$ cat config.mk
export PLATFORM = sky130hd
export DESIGN_NAME = tempo_clock_transport
export DESIGN_NICKNAME = d
export VERILOG_FILES = /design/src/sv/tct_pkg.sv /design/src/sv/tct_div.sv /design/src/sv/tempo_clock_transport.sv
export SDC_FILE = /design/constraint.sdc
export NUM_CORES = 2
export LEC_CHECK = 0
export ABC_AREA = 1
export BUFFER_PORTS_ARGS = -buffer_cell sky130_fd_sc_hd__buf_2
export CAP_MARGIN = 20
export CORE_MARGIN = 1.5
export CORE_UTILIZATION = 38
export DETAILED_ROUTE_END_ITERATION = 10
export SLEW_MARGIN = 20
export SYNTH_ARGS = -nofsm -noshare
export SYNTH_HDL_FRONTEND = slang
export SYNTH_SLANG_ARGS = --single-unit
$ cat constraint.sdc
create_clock -name clk -period 8 [get_ports clk]
set_clock_uncertainty 0.05 [all_clocks]
set_input_delay 0.8 -clock clk [delete_from_list [all_inputs] [get_ports clk]]
set_output_delay 0.8 -clock clk [all_outputs]
set_load 0.03 [all_outputs]
$ cat src/sv/tct_pkg.sv
// Types, codes and constants of the transport clock.
`timescale 1ns / 1ps
package tct_pkg;

  localparam int IN_TDATA_W  = 88;
  localparam int OUT_TDATA_W = 104;
  localparam int CMD_W       = 3;
  localparam int TIME_W      = 48;
  localparam int DIVD_W      = 64;
  localparam int DIVS_W      = 32;

  localparam logic [CMD_W-1:0] CMD_QUERY  = 3'd0;
  localparam logic [CMD_W-1:0] CMD_PULSE  = 3'd1;
  localparam logic [CMD_W-1:0] CMD_TAP    = 3'd2;
  localparam logic [CMD_W-1:0] CMD_TOGGLE = 3'd3;
  localparam logic [CMD_W-1:0] CMD_TEMPO  = 3'd4;
  localparam logic [CMD_W-1:0] CMD_MODE   = 3'd5;

  localparam logic [DIVD_W-1:0] BPM_NUMERATOR  = 64'd3932160000000;
  localparam logic [31:0]       DEFAULT_PERIOD = 32'd500000;

  typedef enum logic [3:0] {
    ST_IDLE,
    ST_EXEC,
    ST_TAP_SUM,
    ST_TAP_AVG,
    ST_TAP_BPM,
    ST_APPLY,
    ST_APPLY_POS,
    ST_APPLY_PER,
    ST_POS,
    ST_POS_W,
    ST_TEMPO_W,
    ST_OUT
  } state_t;

  typedef struct packed {
    logic              start;
    logic [DIVD_W-1:0] dividend;
    logic [DIVS_W-1:0] divisor;
  } div_req_t;

  function automatic logic [31:0] sat32(input logic [63:0] v);
    if (v[63:32] != '0) return '1;
    return v[31:0];
  endfunction

endpackage

$ cat src/sv/tct_div.sv
// Bit-serial restoring divider, one quotient bit per cycle.
`timescale 1ns / 1ps
module tct_div (
  input  logic                        clk,
  input  logic                        rst_n,
  input  tct_pkg::div_req_t           req,
  output logic                        done,
  output logic [tct_pkg::DIVD_W-1:0]  quot
);
  import tct_pkg::*;

  localparam int CNT_W = $clog2(DIVD_W);

  logic              busy_r;
  logic              done_r;
  logic [CNT_W-1:0]  cnt_r;
  logic [DIVD_W-1:0] q_r;
  logic [DIVS_W-1:0] rem_r;
  logic [DIVS_W-1:0] dsr_r;
  logic [DIVS_W:0]   rem_sh;
  logic [DIVS_W:0]   diff;
  logic              ge;

  always_comb begin
    rem_sh = {rem_r, q_r[DIVD_W-1]};
    ge     = rem_sh >= {1'b0, dsr_r};
    diff   = rem_sh - {1'b0, dsr_r};
  end

  always_ff @(posedge clk) begin
    if (!rst_n) begin
      busy_r <= 1'b0;
      done_r <= 1'b0;
      cnt_r  <= '0;
    end else begin
      done_r <= 1'b0;
      if (req.start) begin
        busy_r <= 1'b1;
        cnt_r  <= '0;
        q_r    <= req.dividend;
        rem_r  <= '0;
        dsr_r  <= req.divisor;
      end else if (busy_r) begin
        // shift in the next dividend bit, subtract where it fits
        q_r   <= {q_r[DIVD_W-2:0], ge};
        rem_r <= ge ? diff[DIVS_W-1:0] : rem_sh[DIVS_W-1:0];
        cnt_r <= cnt_r + CNT_W'(1);
        if (cnt_r == CNT_W'(DIVD_W - 1)) begin
          busy_r <= 1'b0;
          done_r <= 1'b1;
        end
      end
    end
  end

  assign done = done_r;
  assign quot = q_r;

endmodule

$ cat src/sv/tempo_clock_transport.sv
// Top level of the music transport clock: command sequencer and transport state.
`timescale 1ns / 1ps
// One command transaction in, one result transaction out. The block works on
// one command at a time: every division (beat position, tempo, tap average,
// tap tempo, tempo period) goes through a single shared bit-serial divider
// that yields one quotient bit a cycle. A query, pulse, toggle or mode change
// needs up to two divisions; a set tempo three or four; a tap that updates
// the tempo up to six. Results sit in an output register, so a waiting result
// does not hold up acceptance of the next command, though that command's result
// waits in ST_OUT until the register is free. Position is Q16.16 quarter notes,
// tempo is Q16.16 BPM; a zero tempo request is dropped and flagged.
module tempo_clock_transport #(
  parameter int PULSES_PER_QUARTER = 24,
  parameter int TAP_HISTORY        = 4
) (
  input  logic                              clk,
  input  logic                              rst_n,
  input  logic                              in_tvalid,
  output logic                              in_tready,
  // tuser: cmd[2:0]
  input  logic [tct_pkg::CMD_W-1:0]         in_tuser,
  // tdata: now_us[47:0], new_bpm_q16[79:48], new_mode[80], zero fill
  input  logic [tct_pkg::IN_TDATA_W-1:0]    in_tdata,
  output logic                              out_tvalid,
  input  logic                              out_tready,
  // tdata: position_q16[31:0], bpm_q16[63:32], running[64],
  // reset_count[96:65], clock_source[97], tempo_rejected[98], zero fill
  output logic [tct_pkg::OUT_TDATA_W-1:0]   out_tdata
);
  import tct_pkg::*;

  localparam int PPQ_W  = $clog2(PULSES_PER_QUARTER + 1);
  localparam int MEAS_W = TIME_W + PPQ_W;
  localparam int FILT_W = MEAS_W + 3;
  localparam int SUM_W  = 32 + $clog2(TAP_HISTORY + 1);
  localparam int TCNT_W = $clog2(TAP_HISTORY + 1);
  localparam logic [31:0] POS_STEP = 32'(65536 / PULSES_PER_QUARTER);

  state_t state_r, state_nxt;

  // latched command
  logic [CMD_W-1:0]  cmd_r, cmd_nxt;
  logic [TIME_W-1:0] now_r, now_nxt;
  logic [31:0]       new_bpm_r, new_bpm_nxt;
  logic              new_mode_r, new_mode_nxt;

  // transport state
  logic              src_r, src_nxt;
  logic              int_run_r, int_run_nxt;
  logic              ext_run_r, ext_run_nxt;
  logic              first_r, first_nxt;
  logic [31:0]       int_base_r, int_base_nxt;
  logic [TIME_W-1:0] int_start_r, int_start_nxt;
  logic [31:0]       int_per_r, int_per_nxt;
  logic [TIME_W-1:0] ext_time_r, ext_time_nxt;
  logic [31:0]       ext_pos_r, ext_pos_nxt;
  logic [31:0]       ext_per_r, ext_per_nxt;
  logic [31:0]       restart_r, restart_nxt;
  logic [TIME_W-1:0] tap_time_r, tap_time_nxt;
  logic              tap_seen_r, tap_seen_nxt;
  logic [31:0]       tap_iv_r   [TAP_HISTORY];
  logic [31:0]       tap_iv_nxt [TAP_HISTORY];

  // working registers
  logic              rej_r, rej_nxt;
  logic [31:0]       apply_bpm_r, apply_bpm_nxt;
  logic [31:0]       pos_acc_r, pos_acc_nxt;
  logic [31:0]       per_hold_r, per_hold_nxt;
  logic [31:0]       tempo_r, tempo_nxt;

  // output register
  logic              out_valid_r, out_valid_nxt;
  logic [31:0]       out_pos_r, out_pos_nxt;
  logic [31:0]       out_bpm_r, out_bpm_nxt;
  logic              out_run_r, out_run_nxt;
  logic [31:0]       out_cnt_r, out_cnt_nxt;
  logic              out_src_r, out_src_nxt;
  logic              out_rej_r, out_rej_nxt;

  // combinational helpers
  logic [TIME_W-1:0] int_el, ext_el, sel_el, tap_el;
  logic [MEAS_W-1:0] measured;
  logic [FILT_W-1:0] filt_sum;
  logic [SUM_W-1:0]  tap_sum;
  logic [TCNT_W-1:0] tap_cnt;
  logic [31:0]       sel_base, sel_per;
  logic              sel_known;

  div_req_t          div_req;
  logic              div_done;
  logic [DIVD_W-1:0] div_quot;

  tct_div u_div (
    .clk   (clk),
    .rst_n (rst_n),
    .req   (div_req),
    .done  (div_done),
    .quot  (div_quot)
  );

  assign in_tready  = (state_r == ST_IDLE);
  assign out_tvalid = out_valid_r;
  assign out_tdata  = {5'b0, out_rej_r, out_src_r, out_cnt_r, out_run_r, out_bpm_r, out_pos_r};

  always_comb begin
    // elapsed times wrap modulo 2^48
    int_el   = now_r - int_start_r;
    ext_el   = now_r - ext_time_r;
    tap_el   = now_r - tap_time_r;
    measured = MEAS_W'(ext_el) * MEAS_W'(PULSES_PER_QUARTER);
    filt_sum = FILT_W'(ext_per_r) * FILT_W'(7) + FILT_W'(measured);

    tap_sum = '0;
    tap_cnt = '0;
    for (int i = 0; i < TAP_HISTORY; i++) begin
      if (tap_iv_r[i] != '0) begin
        tap_sum = tap_sum + SUM_W'(tap_iv_r[i]);
        tap_cnt = tap_cnt + TCNT_W'(1);
      end
    end

    if (!src_r) begin
      sel_base  = int_base_r;
      sel_el    = int_el;
      sel_per   = int_per_r;
      sel_known = 1'b1;
    end else begin
      sel_base  = ext_pos_r;
      sel_el    = ext_el;
      sel_per   = ext_per_r;
      sel_known = first_r;
    end
  end

  always_comb begin
    state_nxt     = state_r;
    cmd_nxt       = cmd_r;
    now_nxt       = now_r;
    new_bpm_nxt   = new_bpm_r;
    new_mode_nxt  = new_mode_r;
    src_nxt       = src_r;
    int_run_nxt   = int_run_r;
    ext_run_nxt   = ext_run_r;
    first_nxt     = first_r;
    int_base_nxt  = int_base_r;
    int_start_nxt = int_start_r;
    int_per_nxt   = int_per_r;
    ext_time_nxt  = ext_time_r;
    ext_pos_nxt   = ext_pos_r;
    ext_per_nxt   = ext_per_r;
    restart_nxt   = restart_r;
    tap_time_nxt  = tap_time_r;
    tap_seen_nxt  = tap_seen_r;
    tap_iv_nxt    = tap_iv_r;
    rej_nxt       = rej_r;
    apply_bpm_nxt = apply_bpm_r;
    pos_acc_nxt   = pos_acc_r;
    per_hold_nxt  = per_hold_r;
    tempo_nxt     = tempo_r;
    out_valid_nxt = out_valid_r;
    out_pos_nxt   = out_pos_r;
    out_bpm_nxt   = out_bpm_r;
    out_run_nxt   = out_run_r;
    out_cnt_nxt   = out_cnt_r;
    out_src_nxt   = out_src_r;
    out_rej_nxt   = out_rej_r;
    div_req       = '0;

    // drop the result once taken
    if (out_valid_r && out_tready) begin
      out_valid_nxt = 1'b0;
    end

    unique case (state_r)
      ST_IDLE: begin
        if (in_tvalid) begin
          cmd_nxt      = in_tuser;
          now_nxt      = in_tdata[47:0];
          new_bpm_nxt  = in_tdata[79:48];
          new_mode_nxt = in_tdata[80];
          rej_nxt      = 1'b0;
          state_nxt    = ST_EXEC;
        end
      end

      ST_EXEC: begin
        state_nxt = ST_POS;
        unique case (cmd_r)
          CMD_QUERY: begin
            state_nxt = ST_POS;
          end
          CMD_PULSE: begin
            if (src_r) begin
              if (!first_r) begin
                first_nxt   = 1'b1;
                ext_run_nxt = 1'b1;
                ext_per_nxt = DEFAULT_PERIOD;
                ext_pos_nxt = '0;
              end else begin
                // 7/8 low-pass on the measured quarter-note period
                ext_per_nxt = sat32(64'(filt_sum >> 3));
                ext_pos_nxt = ext_pos_r + POS_STEP;
              end
              ext_time_nxt = now_r;
            end
          end
          CMD_TAP: begin
            if (!src_r) begin
              if (tap_seen_r) begin
                for (int i = 1; i < TAP_HISTORY; i++) begin
                  tap_iv_nxt[i] = tap_iv_r[i-1];
                end
                tap_iv_nxt[0] = sat32({16'b0, tap_el});
                state_nxt     = ST_TAP_SUM;
              end
              tap_time_nxt = now_r;
              tap_seen_nxt = 1'b1;
            end
          end
          CMD_TOGGLE: begin
            if (!src_r) begin
              int_run_nxt = !int_run_r;
              if (!int_run_r) begin
                int_base_nxt  = '0;
                int_start_nxt = now_r;
                restart_nxt   = restart_r + 32'd1;
              end
            end
          end
          CMD_TEMPO: begin
            if (new_bpm_r == '0) begin
              rej_nxt = 1'b1;
            end else begin
              apply_bpm_nxt = new_bpm_r;
              state_nxt     = ST_APPLY;
            end
          end
          CMD_MODE: begin
            if (!new_mode_r) begin
              int_run_nxt   = 1'b1;
              int_base_nxt  = '0;
              int_start_nxt = now_r;
            end else begin
              first_nxt    = 1'b0;
              ext_run_nxt  = 1'b0;
              ext_per_nxt  = DEFAULT_PERIOD;
              ext_time_nxt = now_r;
              ext_pos_nxt  = '0;
            end
            restart_nxt = restart_r + 32'd1;
            src_nxt     = new_mode_r;
          end
          default: begin
            state_nxt = ST_POS;
          end
        endcase
      end

      ST_TAP_SUM: begin
        if (tap_cnt != '0) begin
          div_req.start    = 1'b1;
          div_req.dividend = DIVD_W'(tap_sum);
          div_req.divisor  = DIVS_W'(tap_cnt);
          state_nxt        = ST_TAP_AVG;
        end else begin
          state_nxt = ST_POS;
        end
      end

      ST_TAP_AVG: begin
        if (div_done) begin
          div_req.start    = 1'b1;
          div_req.dividend = BPM_NUMERATOR;
          div_req.divisor  = div_quot[31:0];
          state_nxt        = ST_TAP_BPM;
        end
      end

      ST_TAP_BPM: begin
        if (div_done) begin
          apply_bpm_nxt = sat32(div_quot);
          state_nxt     = ST_APPLY;
        end
      end

      ST_APPLY: begin
        div_req.start = 1'b1;
        if (int_run_r) begin
          // capture the running position before the period changes
          div_req.dividend = {int_el, 16'b0};
          div_req.divisor  = int_per_r;
          state_nxt        = ST_APPLY_POS;
        end else begin
          div_req.dividend = BPM_NUMERATOR;
          div_req.divisor  = apply_bpm_r;
          state_nxt        = ST_APPLY_PER;
        end
      end

      ST_APPLY_POS: begin
        if (div_done) begin
          int_base_nxt     = int_base_r + div_quot[31:0];
          int_start_nxt    = now_r;
          div_req.start    = 1'b1;
          div_req.dividend = BPM_NUMERATOR;
          div_req.divisor  = apply_bpm_r;
          state_nxt        = ST_APPLY_PER;
        end
      end

      ST_APPLY_PER: begin
        if (div_done) begin
          int_per_nxt = sat32(div_quot);
          state_nxt   = ST_POS;
        end
      end

      ST_POS: begin
        if (!sel_known) begin
          pos_acc_nxt = '0;
          tempo_nxt   = '0;
          state_nxt   = ST_OUT;
        end else if (sel_per == '0) begin
          // a decayed period holds the position at its anchor
          pos_acc_nxt = sel_base;
          tempo_nxt   = '0;
          state_nxt   = ST_OUT;
        end else begin
          pos_acc_nxt      = sel_base;
          per_hold_nxt     = sel_per;
          div_req.start    = 1'b1;
          div_req.dividend = {sel_el, 16'b0};
          div_req.divisor  = sel_per;
          state_nxt        = ST_POS_W;
        end
      end

      ST_POS_W: begin
        if (div_done) begin
          pos_acc_nxt      = pos_acc_r + div_quot[31:0];
          div_req.start    = 1'b1;
          div_req.dividend = BPM_NUMERATOR;
          div_req.divisor  = per_hold_r;
          state_nxt        = ST_TEMPO_W;
        end
      end

      ST_TEMPO_W: begin
        if (div_done) begin
          tempo_nxt = sat32(div_quot);
          state_nxt = ST_OUT;
        end
      end

      ST_OUT: begin
        if (!out_valid_r || out_tready) begin
          out_valid_nxt = 1'b1;
          out_pos_nxt   = pos_acc_r;
          out_bpm_nxt   = tempo_r;
          out_run_nxt   = src_r ? ext_run_r : int_run_r;
          out_cnt_nxt   = restart_r;
          out_src_nxt   = src_r;
          out_rej_nxt   = rej_r;
          state_nxt     = ST_IDLE;
        end
      end

      default: begin
        state_nxt = ST_IDLE;
      end
    endcase
  end

  always_ff @(posedge clk) begin
    if (!rst_n) begin
      state_r     <= ST_IDLE;
      out_valid_r <= 1'b0;
      src_r       <= 1'b0;
      int_run_r   <= 1'b0;
      ext_run_r   <= 1'b0;
      first_r     <= 1'b0;
      int_base_r  <= '0;
      int_start_r <= '0;
      int_per_r   <= DEFAULT_PERIOD;
      ext_time_r  <= '0;
      ext_pos_r   <= '0;
      ext_per_r   <= DEFAULT_PERIOD;
      restart_r   <= '0;
      tap_time_r  <= '0;
      tap_seen_r  <= 1'b0;
      for (int i = 0; i < TAP_HISTORY; i++) begin
        tap_iv_r[i] <= '0;
      end
    end else begin
      state_r     <= state_nxt;
      out_valid_r <= out_valid_nxt;
      src_r       <= src_nxt;
      int_run_r   <= int_run_nxt;
      ext_run_r   <= ext_run_nxt;
      first_r     <= first_nxt;
      int_base_r  <= int_base_nxt;
      int_start_r <= int_start_nxt;
      int_per_r   <= int_per_nxt;
      ext_time_r  <= ext_time_nxt;
      ext_pos_r   <= ext_pos_nxt;
      ext_per_r   <= ext_per_nxt;
      restart_r   <= restart_nxt;
      tap_time_r  <= tap_time_nxt;
      tap_seen_r  <= tap_seen_nxt;
      tap_iv_r    <= tap_iv_nxt;
    end
  end

  always_ff @(posedge clk) begin
    cmd_r       <= cmd_nxt;
    now_r       <= now_nxt;
    new_bpm_r   <= new_bpm_nxt;
    new_mode_r  <= new_mode_nxt;
    rej_r       <= rej_nxt;
    apply_bpm_r <= apply_bpm_nxt;
    pos_acc_r   <= pos_acc_nxt;
    per_hold_r  <= per_hold_nxt;
    tempo_r     <= tempo_nxt;
    out_pos_r   <= out_pos_nxt;
    out_bpm_r   <= out_bpm_nxt;
    out_run_r   <= out_run_nxt;
    out_cnt_r   <= out_cnt_nxt;
    out_src_r   <= out_src_nxt;
    out_rej_r   <= out_rej_nxt;
  end

endmodule

==> impl_metrics.toml <==
[run_status]
status = "complete, no violations"

[drt]
drt_wl_total_um = 220000
dr.pass1.iters = 6
wl_per_cell_um = 20.0
drc = 0
final_antenna_net_count = 0
vias = 59200
drt_iter0_drc = 5501
vias_per_cell = 5.40

[clock_network]
cts.path.max_buffers = 3
cts_tree = "done"
postCtsHoldBufs = 0
clk_pin_slew_ns = 0.07
numCtsBuffers = 102
cts-htree-levels = 3
cts.sinks = 889
clk_latency_ns = 0.78
cts-root-buf = "clkbuf_16"

[floorplan]
coreArea_um2 = 163000
std_cell_rows = 148
initial_core_util = 0.384
ios = 201
fp.dieH_um = 409
die_area_um2 = 168000
fp.dieW_um = 409

[sta]
hold_viol_final = 0
post-route-period-util = 0.935
setup_ws_ns = 0.523
worst_pin_slew_ns = 1.08
report.final.slew_viol_count = 0
finalCriticalPeriod_ns = 7.48
max_clock_freq_mhz = 134
setup_viol = 0
slew_headroom = 0.281

[grt]
grt.overflow.total = 0
grt_first_pass_wirelength_um = 333000
antenna_found_initial = 5
grt_max_degree = 115
grt_pass1_vias = 56000
gr-usage-all-layers = 0.255

[placement]
dp_cells = 10800
dpl.hpwl_um = 171000
place_congestion = 1.00
portBuffers = 188
dpl_cell_area_um2 = 66200
pre_cts_ws_ns = 0.381

[worst_setup_path]
crit_arrival_ns = 8.00
startpoint_type = "flop"
cp.required_ns = 8.53
worstSetupPathType = "reg2reg"
endpoint_kind = "flop"
slowest_delay_ns = 0.43
crit_slowest_cell = "ha_1"
critPathMaxFanout = 5
reg2reg_slack_ns = 0.52
critPathMostFrequentCell = "nand2_1"

[yosys]
netlist_top_cells_count = "nand2_1 (1613), inv_1 (1215), a21oi_1 (1005)"
synth_area_leaders = "edfxtp_1 (21%), dfxtp_1 (14%), nand2_1 (9.6%), ha_1 (8.4%), a21oi_1 (8.0%)"
seq_area_frac_synth = 0.354
synthCells = 8570
syn_avg_cell_area_um2 = 7.32
syn_area_um2 = 62800
synth_area_leader_cell = "edfxtp_1"
yosys_warnings = 0
synth_edf_count = 440
synthFlopType = "dfxtp_1"
post-synth-top-count-cell = "nand2_1"
yosysTopAreaCellShare = 0.211
synthDistinctLibCells = 68
synth.ff_latch_count = 889
postSynth.asyncResetShare = 0

[power]
p_total_mw = 28.9
pwr_density_cell_nw_per_um2 = 413
irDropWorstVdd_mv = 0.423
p_leak_nw = 29.5

[hold_path]
hp-class = "in2reg"

[flow_run]
maxCapViolCount = 0

[layout]
layout-drive-gt1-share = 0.0737
final_cells = 11000
final_core_util = 0.429
syn2layout_area_growth_pct = 11.6
fin_nets = 9273
design_area_um2 = 70000
## cells by family (layout without fill, tap and decap cells)
group,after synthesis,count (layout),share of synthesized area
multiplexers,13,13,0.00207
AND/OR/NAND/NOR,3129,3129,0.209
buffers and inverters,1527,1728,0.0929
other,1,6,0.0000597
XOR/XNOR,290,290,0.0405
AO/OA/AOI/OAI,2229,2229,0.196
flip-flops,889,889,0.354
adder cells (fa/ha/maj),492,492,0.107
## final cells by class
cell class	count	area (µm²)
timing repair buffer	290	1780
tap	2175	2720
multi-input combinational	6158	35000
clock inverter	66	837
sequential	889	22200
antenna	1	2.50
inverter	1245	4680
fill	16900	93300
clock buffer	127	2770
## layer usage
metal	share of wire	vias up	GRT usage	routed length (µm)
met5	0.000032	-	0	7
met2	0.45	1892	0.408	98200
li1	-	29100	-	-
met4	0.036	2	0.0890	7970
met3	0.060	308	0.0272	13300
met1	0.46	27900	0.355	100000
## placed cells by master, fill, tap and decap left out, drive strengths merged, types with 45 or more instances in the layout
cell type / count
o21a: 51
nor3: 79
a21oi: 1005
xor2: 150
nand3: 310
a31oi: 93
or2: 45
inv: 1247
o21ai: 786
xnor2: 140
fa: 71
nor4: 82
ha: 421
nand2: 1634
nand4: 84
o211ai: 61
dfxtp: 449
clkbuf: 129
nor2: 859
buf: 288
edfxtp: 440
## sequential cells by signal (all words and copies together) (netlist names), 48 cells and up
name / count
tap_iv_r: 128
u_div.quot: 64
ext_time_r: 48
int_start_r: 48
tap_time_r: 48
now_r: 48
## worst max-delay path: cells and delay by family, from the launching register on
| family | cells | cell delay [ns] |
|---|---|---|
| AO/OA/AOI/OAI | 8 | 1.80 |
| XOR/XNOR | 2 | 0.32 |
| adder cells (fa/ha/maj) | 4 | 1.45 |
| buffers and inverters | 6 | 0.57 |
| flip-flops | 1 | 0.33 |
| AND/OR/NAND/NOR | 23 | 2.77 |
## power breakdown
| group | total, mW | switching, mW | internal, mW |
|---|---|---|---|
| clock network | 5.02 | 2.14 | 2.88 |
| logic | 17.9 | 12.2 | 5.68 |
| registers | 6.05 | 0.468 | 5.58 |
## stage by stage
step                setup TNS, ns  hold WS [ns]
global placement                0         0.352
CTS                             0        0.0769
detailed placement              0         0.355
finish                          0         0.133
global route              -0.0528         0.108
floorplan                       0         0.350
## final timing paths
path | depth (start not counted) | from | end
max | 43 | tap_iv_r[64]$_SDFFE_PN0P_ | u_div.quot[33]$_DFFE_PP_
min | 1 | in_tdata[76] | new_bpm_r[28]$_DFFE_PP_
max reg2reg | 43 | tap_iv_r[64]$_SDFFE_PN0P_ | u_div.quot[33]$_DFFE_PP_
min reg2reg | 0 | tempo_r[20]$_SDFFCE_PP0P_ | out_bpm_r[20]$_DFFE_PP_
## what timing repair did
item | CTS | global route
buffers inserted | 0 | 4
resized for setup | 0 | 39
setup endpoints to repair | 0 | 33
Note: power is estimated with default switching activity, not from simulation.
